[src/hw/rtl/qmop_pkg.sv]
// Shared types and constants for the quadratic map orbit plotter.
package qmop_pkg;

    localparam int COORD_BITS   = 32;
    localparam int FRAC_BITS    = 28;
    localparam int PROD_BITS    = 2 * COORD_BITS;
    localparam int SCALE_FRAC   = 16;
    localparam int PIX_SHIFT    = FRAC_BITS + SCALE_FRAC;
    localparam int PIX_BITS     = 12;
    localparam int FRAME_BITS   = 13;
    localparam int LIMIT_BITS   = PROD_BITS - PIX_SHIFT;
    localparam int AREA_BITS    = 2 * FRAME_BITS;
    localparam int CFG_BITS     = 32;
    localparam int CFG_IDX_BITS = 3;
    localparam int ITER_BITS    = 24;
    localparam int DRAWN_BITS   = 23;

    // Orbit start point, 0.1 rounded to the nearest fixed-point step.
    localparam logic signed [COORD_BITS-1:0] START_FIX =
        COORD_BITS'(((64'd1 << FRAC_BITS) + 64'd5) / 64'd10);

    localparam logic [CFG_BITS-1:0]   RST_COEF_A    = 32'd375809638;
    localparam logic [CFG_BITS-1:0]   RST_COEF_B    = 32'd80530637;
    localparam logic [CFG_BITS-1:0]   RST_VIEW_LEFT = 32'hE8000000;
    localparam logic [CFG_BITS-1:0]   RST_VIEW_TOP  = 32'd107374182;
    localparam logic [CFG_BITS-1:0]   RST_X_SCALE   = 32'd22369621;
    localparam logic [CFG_BITS-1:0]   RST_Y_SCALE   = 32'd62914560;
    localparam logic [FRAME_BITS-1:0] RST_FRAME_W   = 13'd1024;
    localparam logic [FRAME_BITS-1:0] RST_FRAME_H   = 13'd768;

    typedef enum logic [CFG_IDX_BITS-1:0] {
        CFG_COEF_A,
        CFG_COEF_B,
        CFG_VIEW_LEFT,
        CFG_VIEW_TOP,
        CFG_X_SCALE,
        CFG_Y_SCALE,
        CFG_FRAME_W,
        CFG_FRAME_H
    } qmop_cfg_idx_t;

    typedef enum logic [2:0] {
        ST_IDLE,
        ST_AXX,
        ST_NX,
        ST_SCALE,
        ST_EMIT
    } qmop_state_t;

    typedef enum logic [1:0] {
        RES_ZERO,
        RES_HELD,
        RES_STEP
    } qmop_res_mode_t;

    typedef struct packed {
        logic           restart;
        logic           start_step;
        logic           sat_mul;
        logic           update;
        logic           scale;
        logic           emit;
        qmop_res_mode_t mode;
    } qmop_cmd_t;

    typedef struct packed {
        logic done_flag;
        logic out_free;
    } qmop_status_t;

endpackage

[src/hw/rtl/qmop_ctrl.sv]
// Controller: sequences one orbit step through the shared multipliers, and restart and held words.
module qmop_ctrl
    import qmop_pkg::*;
(
    input  logic         clk,
    input  logic         rst_n,
    input  logic         in_valid,
    output logic         in_ready,
    input  logic         kind,
    input  qmop_status_t status,
    output qmop_cmd_t    cmd
);

    qmop_state_t    state_reg, state_next;
    qmop_res_mode_t mode_reg, mode_next;

    always_ff @(posedge clk or negedge rst_n)
    begin
        if (!rst_n)
        begin
            state_reg <= ST_IDLE;
            mode_reg  <= RES_ZERO;
        end
        else
        begin
            state_reg <= state_next;
            mode_reg  <= mode_next;
        end
    end

    always_comb
    begin
        state_next = state_reg;
        mode_next  = mode_reg;
        in_ready   = 1'b0;
        cmd        = '0;
        cmd.mode   = mode_reg;
        unique case (state_reg)
            ST_IDLE:
            begin
                in_ready = 1'b1;
                if (in_valid)
                begin
                    priority if (kind)
                    begin
                        cmd.restart = 1'b1;
                        mode_next   = RES_ZERO;
                        state_next  = ST_EMIT;
                    end
                    else if (status.done_flag)
                    begin
                        mode_next  = RES_HELD;
                        state_next = ST_EMIT;
                    end
                    else
                    begin
                        cmd.start_step = 1'b1;
                        mode_next      = RES_STEP;
                        state_next     = ST_AXX;
                    end
                end
            end
            ST_AXX:
            begin
                cmd.sat_mul = 1'b1;
                state_next  = ST_NX;
            end
            ST_NX:
            begin
                cmd.update = 1'b1;
                state_next = ST_SCALE;
            end
            ST_SCALE:
            begin
                cmd.scale  = 1'b1;
                state_next = ST_EMIT;
            end
            ST_EMIT:
            begin
                // The word waits here while the previous one is still held.
                if (status.out_free)
                begin
                    cmd.emit   = 1'b1;
                    state_next = ST_IDLE;
                end
            end
            default:
            begin
                state_next = ST_IDLE;
            end
        endcase
    end

`ifndef SYNTHESIS
    a_step_latency: assert property (@(posedge clk) disable iff (!rst_n)
        (state_reg == ST_IDLE && in_valid && !kind && !status.done_flag)
        |-> ##4 (state_reg == ST_EMIT))
        else $error("orbit step did not reach the emit state in four cycles");

    a_short_items: assert property (@(posedge clk) disable iff (!rst_n)
        (state_reg == ST_IDLE && in_valid && (kind || status.done_flag))
        |=> (state_reg == ST_EMIT))
        else $error("restart or frozen item did not go straight to emit");

    a_emit_free: assert property (@(posedge clk) disable iff (!rst_n)
        cmd.emit |-> status.out_free)
        else $error("word emitted over an output word not yet taken");
`endif

endmodule

[config.mk]
export PLATFORM = sky130hd
export DESIGN_NAME = qmop_ctrl
export DESIGN_NICKNAME = d
export VERILOG_FILES = /design/src/hw/rtl/qmop_pkg.sv /design/src/hw/rtl/qmop_ctrl.sv
export SDC_FILE = /design/constraint.sdc
export NUM_CORES = 1
export LEC_CHECK = 0
export ABC_AREA = 1
export BUFFER_PORTS_ARGS = -buffer_cell sky130_fd_sc_hd__buf_2
export CORE_AREA = 5 5 42 44
export CTS_CLUSTER_SIZE = 40
export DETAILED_ROUTE_END_ITERATION = 16
export DIE_AREA = 0 0 47 49
export PLACE_DENSITY_LB_ADDON = 0.08
export SYNTH_ARGS = -nofsm -noshare
export SYNTH_HDL_FRONTEND = slang
export SYNTH_SLANG_ARGS = --single-unit
[constraint.sdc]
create_clock -name clk -period 1.1 [get_ports clk]
set_clock_uncertainty 0.15 [all_clocks]
set_input_delay 0.165 -clock clk [delete_from_list [all_inputs] [get_ports clk]]
set_output_delay 0.165 -clock clk [all_outputs]
set_load 0.1 [all_outputs]
==> results of run 1 <==
-- worst max-delay path, cell delays in order, from the launching register on --
cell and delay, ns:
dfrtp_2 0.43, nor2_4 0.14, nand2_4 0.08, nor2_4 0.09, nand2_2 0.08, clkinvlp_4 0.09
buf_12 0.16
-- metrics by stage --
| step | setup TNS, ns | util | worst slack [ns] |
|---|---|---|---|
| final | -4.42 | 0.583 | -0.527 |
| after global routing | -5.18 | 0.583 | -0.601 |
| after CTS | -4.34 | 0.543 | -0.562 |
| after detailed placement | -2.19 | 0.497 | -0.301 |
| after global placement | -2.19 | 0.497 | -0.295 |
| after floorplan | -3.13 | - | -0.766 |
-- synthesized netlist by cell type (all sizes together) --
| cell type | count | area (um2) |
|---|---|---|
| dfrtp | 5 | 125 |
| inv | 10 | 37.5 |
| nand2 | 12 | 55.1 |
| nor2 | 5 | 33.8 |
| nor3 | 1 | 5.00 |
| bufinv | 1 | 17.5 |
| nand3 | 6 | 30.0 |
| nor4 | 1 | 6.26 |
| o21ai | 2 | 10.0 |
| a21oi | 1 | 5.00 |
-- cell families (layout without fill, tap and decap cells) --
kind of cell | after synthesis | after routing | synth area share
AND/OR/NAND/NOR | 25 | 25 | 0.400
buffers and inverters | 11 | 50 | 0.169
flip-flops | 5 | 5 | 0.385
AO/OA/AOI/OAI | 3 | 3 | 0.0461
-- routing by layer --
metal,vias up,GRT usage,part of all wire
met3,0,0.0111,0.031
li1,212,-,-
met1,179,0.118,0.43
met2,6,0.113,0.53
met4,0,0.0415,0
met5,-,0,0
-- timing repair --
action                                 CTS  global route
buffers inserted                         3             5
gates cloned                             0             0
hold buffers                             1             0
setup endpoints to repair               14            14
endpoints found under the hold margin    5             0
resized for setup                        2             6
pin swaps                                4             4
-- area by class of cell --
cell class	instances	share of cell area
Sequential cell	5	0.161
Tap cell	16	0.0245
Inverter	11	0.0827
Timing Repair Buffer	35	0.456
Multi-Input combinational cell	28	0.243
Clock buffer	4	0.0322
-- how the worst max path moves through the flow --
stage / from / slack (ns) / to
floorplan: state_reg[1]$_DFFE_PN0P_ / -0.77 / cmd[2]
global placement: state_reg[1]$_DFFE_PN0P_ / -0.30 / cmd[7]
detailed placement: state_reg[1]$_DFFE_PN0P_ / -0.30 / cmd[7]
CTS: state_reg[1]$_DFFE_PN0P_ / -0.56 / cmd[6]
global route: state_reg[1]$_DFFE_PN0P_ / -0.60 / cmd[6]
finish: state_reg[0]$_DFFE_PN0P_ / -0.53 / cmd[6]
==> results.json, run 1 <==
{
  "crit_type": "flop to output port",
  "tightest_slew_ns": 0.264,
  "ff2ff_setup_slack_ns": -0.36,
  "largest_reg_flops": 3,
  "ys_warn_count": 0,
  "finalNonFillerCells": 99,
  "worstSetupEndpointType": "output port",
  "cts_buffers": 3,
  "fmax_ghz": 0.615,
  "worst_skew_pair.late_latency_ns": 0.23,
  "grt_pass1_wl_um": 1420,
  "slew_headroom": 0.823,
  "rsz0062_at_grt": "true",
  "ant_nets": 0,
  "cts.sinks": 5,
  "cts_tree": "built",
  "antenna_found_initial": 0,
  "top_level_ports": 15,
  "port_buffers": 14,
  "syn_inst": 44,
  "ys_types": 13,
  "synth_nets": 50,
  "multi_input_area_um2": 199,
  "ys_seq_area_frac": 0.385,
  "cts_root_buf": "clkbuf_4",
  "final_max_slew_viol_count": 0,
  "hold_path_depth": 4,
  "synthToLayoutAreaGrowth_pct": 151,
  "syn_area_per_cell_um2": 7.39,
  "min_to": "mode_reg[0]$_DFFE_PN0P_",
  "seq_area_um2": 131,
  "layout-drive-gt1-share": 0.735,
  "first_pass_iters": 4,
  "row_count": 14,
  "ys_ff_latch": 5,
  "htreeDepth": 1,
  "min_period_ns": 1.63,
  "setup_violations": 14,
  "die_y_um": 49,
  "layout_commonest_cell": "buf_4",
  "place_congestion": 0.725,
  "syn_area_um2": 325,
  "antennaDiodeCount": 0,
  "start_util": 0.232,
  "stdcell_area_um2": 817,
  "hpwl_um": 710,
  "final_nets": 90,
  "die_w_um": 47,
  "cts_buffer_depth": 2,
  "post_drt_wl_per_cell_um": 9.70,
  "status": "finished, violations left",
  "max_cap_violations": 0,
  "grt_max_degree": 7,
  "period_share": 1.48,
  "grt_overflow": 0,
  "clk_pin_slew_ns": 0.04,
  "hp-class": "primary input to flop",
  "totalWireLength_um": 960,
  "dr.first_iter.drc_count": 4,
  "fin_ws_ns": -0.527,
  "worstPathArrival_ns": 1.31,
  "fp.coreArea_um2": 1400,
  "hold_start": "kind",
  "violations": "negative setup slack",
  "dpl_cell_area_um2": 697,
  "path_max_fanout": 4,
  "drc_errors": 0,
  "finalHoldViolations": 0,
  "grt_pass1_vias": 358,
  "nFillCells": 122,
  "mostFrequentLayoutCells": "buf_4, buf_12, nand2_1",
  "vias": 397,
  "track_usage": 0.0814,
  "r2r_end": "mode_reg[0]$_DFFE_PN0P_",
  "dp_cells": 86,
  "die-area_um2": 2300,
  "whs_ns": 0.0652,
  "viasPerCell": 4.01,
  "cp.required_ns": 0.78,
  "startpoint_type": "flop",
  "r2r_start": "state_reg[0]$_DFFE_PN0P_",
  "r2r_cells": 7
}
Power of run 1 is left out: the tool's default activity adds up to more than one toggle a clock period on the data nets, which glitch-free logic cannot reach.
==> inputs of run 2 (changes only) <==
==> constraint.sdc (replaced) <==
create_clock -name clk -period 1.1 [get_ports clk]
set_clock_uncertainty 0.15 [all_clocks]
set_input_delay 0.055 -clock clk [delete_from_list [all_inputs] [get_ports clk]]
set_output_delay 0.055 -clock clk [all_outputs]
set_load 0.1 [all_outputs]
==> run 2 against run 1 <==
The flow still finishes with violations (negative setup slack). Wire length down 4.7%. Hold slack worse by 0.049 ns. Sequential share of layout area down 1.0 points. Global-route usage up 1.7 points.
==> results.json, run 2 (same netlist as run 1, synthesis figures left out) <==
{
  "finalNonFillerCells": 101,
  "ant_nets": 0,
  "antennaDiodeCount": 0,
  "crit_buf_inv": 2,
  "fmax_ghz": 0.650,
  "die_y_um": 49,
  "cts.sinks": 5,
  "antenna_found_initial": 0,
  "layout-drive-gt1-share": 0.718,
  "slew_headroom": 0.807,
  "nFillCells": 120,
  "dr.first_iter.drc_count": 0,
  "finalHoldViolations": 0,
  "grt_overflow": 0,
  "cts_root_buf": "clkbuf_4",
  "setup_violations": 12,
  "hp-class": "primary input to flop",
  "start_util": 0.232,
  "vias": 400,
  "first_pass_iters": 1,
  "fp.coreArea_um2": 1400,
  "max_cap_violations": 0,
  "port_buffers": 14,
  "cts_buffers": 3,
  "cts_tree": "built",
  "path_max_fanout": 4,
  "largest_reg_flops": 3,
  "mostFrequentLayoutCells": "buf_4, buf_12, nand2_1",
  "die_w_um": 47,
  "violations": "negative setup slack",
  "rsz0062_at_grt": "true",
  "cts_buffer_depth": 2,
  "crit_type": "flop to output port",
  "grt_max_degree": 7,
  "dp_worst_setup_slack_ns": -0.202,
  "dp_cells": 81,
  "layout_commonest_cell": "buf_4",
  "clk_pin_slew_ns": 0.04,
  "fin_util": 0.622,
  "status": "finished, violations left",
  "final_nets": 92,
  "hpwl_um": 661,
  "track_usage": 0.0980,
  "period_share": 1.40,
  "min_period_ns": 1.54,
  "grt_pass1_wl_um": 1660,
  "post_drt_wl_per_cell_um": 9.06,
  "path_delay_family": "flip-flops",
  "timing.critical_path.slowest_stage_cell": "dfrtp_2",
  "worst_skew_pair.late_latency_ns": 0.23,
  "path_cells": "nor2_4 > nand2_4 > nor2_4 > nand2_4 > clkinvlp_4 > buf_12",
  "htreeDepth": 1,
  "worstPathArrival_ns": 1.33,
  "fin_ws_ns": -0.439,
  "place_congestion": 0.652,
  "drc_errors": 0,
  "top_level_ports": 15,
  "tightest_slew_ns": 0.289,
  "worstSetupEndpointType": "output port",
  "cp_slowest_stage_delay_ns": 0.43,
  "synthToLayoutAreaGrowth_pct": 168,
  "totalWireLength_um": 915,
  "startpoint_type": "flop",
  "final_max_slew_viol_count": 0,
  "viasPerCell": 3.96,
  "die-area_um2": 2300,
  "cp.required_ns": 0.89,
  "row_count": 14,
  "grt_pass1_vias": 402
}
==> run 2: changes by cell type in the layout (fill, tap and decap cells not counted), sizes merged <==
cell / before / now
dlygate4sd3: 1 / 3
==> run 2: path summary, 6_finish.rpt <==
kind / from / end / slack [ns] / cells past startpoint
setup / recovery: state_reg[0]$_DFFE_PN0P_ / cmd[6] / -0.44 / 6
hold / removal: status[0] / state_reg[2]$_DFFE_PN0P_ / 0.02 / 4
setup reg to reg: state_reg[0]$_DFFE_PN0P_ / mode_reg[1]$_DFFE_PN0P_ / -0.35 / 8
hold reg to reg: mode_reg[1]$_DFFE_PN0P_ / mode_reg[1]$_DFFE_PN0P_ / 0.38 / 2
max in group asynchronous: rst_n / mode_reg[0]$_DFFE_PN0P_ / 0.12 / 3
min in group asynchronous: rst_n / state_reg[1]$_DFFE_PN0P_ / 0.54 / 3
==> run 2: worst min-delay path, delay by kind of cell <==
| family | cells | cell delay [ns] |
|---|---|---|
| and+or+nand+nor | 2 | 0.17 |
| buffers and inverters | 2 | 0.13 |
==> run 2: timing repair <==
action                                  4_1_cts  5_1_grt
endpoints found under the setup margin       12       12
endpoints found under the hold margin         6        0
pin swaps                                     7        8
hold buffers                                  3        0
cloned                                        0        0
gates resized for setup                       7        7
setup buffers                                 7        8
==> run 2: area by class of cell <==
class | instances | area (um2) | share of cell area
clock buffer | 4 | 26.3 | 0.0301
inverter | 11 | 70.1 | 0.0803
tap | 16 | 20.0 | 0.0230
timing repair buffer | 37 | 420 | 0.482
sequential | 5 | 131 | 0.151
multi-input combinational | 28 | 204 | 0.234
==> run 2: per-layer routing <==
layer / vias up / track usage / wire [um]
met4: 0 / 0.0415 / 0
met3: 0 / 0.0332 / 25
met5: - / 0 / 0
met1: 178 / 0.133 / 421
met2: 4 / 0.138 / 468
li1: 218 / - / -
==> run 2: per-stage QoR <==
stage / TNS, ns / hold WS, ns / cell area, um2
after floorplan: -2.36 / -0.391 / 382
after global placement: -1.50 / -0.278 / 659
after detailed placement: -1.46 / -0.277 / 659
after CTS: -3.56 / 0.00281 / 803
after global routing: -4.49 / 0.0492 / 872
final: -3.74 / 0.0160 / 872
Power of run 2 is left out for the same reason.
==> inputs of run 3 (changes only) <==
- HOLD_SLACK_MARGIN: unset -> 0.08
==> run 3 against run 2 <==
The run still ends with negative setup slack left. Via count is the same. Cell count grew 0.99%. Wire length shrank 2.5%. Critical path depth shrank 3. Flip-flop and latch count is the same.
==> results.json, run 3 (same netlist as run 1, synthesis figures left out) <==
{
  "status": "finished, violations left",
  "violations": "negative setup slack",
  "path_cells": "buf_12 > nor4_4 > buf_12",
  "die_y_um": 49,
  "tightest_slew_ns": 0.288,
  "clk_pin_slew_ns": 0.04,
  "fin_ws_ns": -0.438,
  "track_usage": 0.0973,
  "setup_violations": 12,
  "hpwl_um": 661,
  "die_w_um": 47,
  "cp_common_cell": "buf_12",
  "cp_slowest_stage_delay_ns": 0.44,
  "path_delay_family": "flip-flops",
  "final_nets": 93,
  "row_count": 14,
  "path_max_fanout": 3,
  "cts_tree": "built",
  "startpoint_type": "flop",
  "vias": 400,
  "die-area_um2": 2300,
  "min_period_ns": 1.54,
  "drc_errors": 0,
  "antennaDiodeCount": 0,
  "finalHoldViolations": 0,
  "largest_reg_flops": 3,
  "mostFrequentLayoutCells": "buf_4, buf_12, nand2_1",
  "crit_type": "flop to output port",
  "grt_pass1_vias": 396,
  "post_drt_wl_per_cell_um": 8.75,
  "totalWireLength_um": 892,
  "place_congestion": 0.652,
  "fmax_ghz": 0.650,
  "r2r_start": "state_reg[0]$_DFFE_PN0P_",
  "crit_buf_inv": 2,
  "critPathLaunch": "state_reg[1]$_DFFE_PN0P_",
  "top_level_ports": 15,
  "slew_headroom": 0.808,
  "dr.first_iter.drc_count": 0,
  "hp-class": "primary input to flop",
  "htreeDepth": 1,
  "layout_commonest_cell": "buf_4",
  "start_util": 0.232,
  "rsz0062_at_grt": "true",
  "ant_nets": 0,
  "cts.sinks": 5,
  "hold_start": "status[1]",
  "cts_buffers": 3,
  "grt_pass1_wl_um": 1640,
  "grt_max_degree": 7,
  "synthToLayoutAreaGrowth_pct": 171,
  "viasPerCell": 3.92,
  "cts-hold-fix-buffers": 4,
  "cts_root_buf": "clkbuf_4",
  "antenna_found_initial": 0,
  "max_cap_violations": 0,
  "final_max_slew_viol_count": 0,
  "finalNonFillerCells": 102,
  "fp.coreArea_um2": 1400,
  "grt_overflow": 0,
  "dp_cells": 81,
  "timing.critical_path.slowest_stage_cell": "dfrtp_2",
  "worstPathArrival_ns": 1.33,
  "layout-drive-gt1-share": 0.709,
  "worst_skew_pair.late_latency_ns": 0.23,
  "port_buffers": 14,
  "cp.required_ns": 0.89,
  "first_pass_iters": 1,
  "cts_buffer_depth": 2,
  "period_share": 1.40,
  "worstSetupEndpointType": "output port"
}
-- run 3: changes by cell type in the layout (fill, tap and decap cells not counted), sizes merged --
cell,previous run,this run
dlygate4sd3,3,4
-- run 3: repair_timing --
item / in CTS / in global routing
pin swaps: 7 / 8
resized for setup: 7 / 7
setup buffers: 7 / 8
setup endpoints to repair: 12 / 12
hold endpoints to repair: 8 / 1
-- run 3: area by class of cell --
class                      instances  area, um2
clock buffer                       4       26.3
multi-input combinational         28        204
tap                               16       20.0
fill                             116        519
timing repair buffer              38        430
inverter                          11       70.1
sequential                         5        131
-- run 3: stage by stage --
step	instance area, um2	hold slack (ns)	TNS, ns	util	worst slack [ns]
after floorplan	382	-0.391	-2.36	-	-0.656
after global placement	659	-0.278	-1.50	0.471	-0.198
after detailed placement	659	-0.277	-1.46	0.471	-0.202
after CTS	813	0.00281	-3.56	0.580	-0.451
after global routing	882	0.0577	-4.48	0.629	-0.514
final	882	0.0251	-3.70	0.629	-0.438
-- run 3: per-layer routing --
| metal | track usage | part of all wire | vias up | routed length, um |
|---|---|---|---|---|
| met1 | 0.135 | 0.46 | 177 | 406 |
| met4 | 0.0415 | 0 | 0 | 0 |
| met3 | 0.0332 | 0.028 | 0 | 25 |
| met2 | 0.133 | 0.51 | 4 | 459 |
| met5 | 0 | 0 | - | 0 |
| li1 | - | - | 219 | - |
-- run 3: final timing paths --
kind                                       endpoint  slack, ns  cells after the start
setup / recovery                             cmd[2]      -0.44                      3
max in group asynchronous   mode_reg[0]$_DFFE_PN0P_       0.12                      3
hold reg to reg             mode_reg[1]$_DFFE_PN0P_       0.38                      2
hold / removal             state_reg[0]$_DFFE_PN0P_       0.03                      4
setup reg to reg            mode_reg[1]$_DFFE_PN0P_      -0.35                      8
min in group asynchronous  state_reg[1]$_DFFE_PN0P_       0.54                      3
-- run 3: worst register-to-register path: cells and delay by family, from the launching register on --
kind	cells	cell delay [ns]
and+or+nand+nor	5	0.46
DFF	1	0.43
buffers and inverters	3	0.34
Power of run 3 is left out for the same reason.
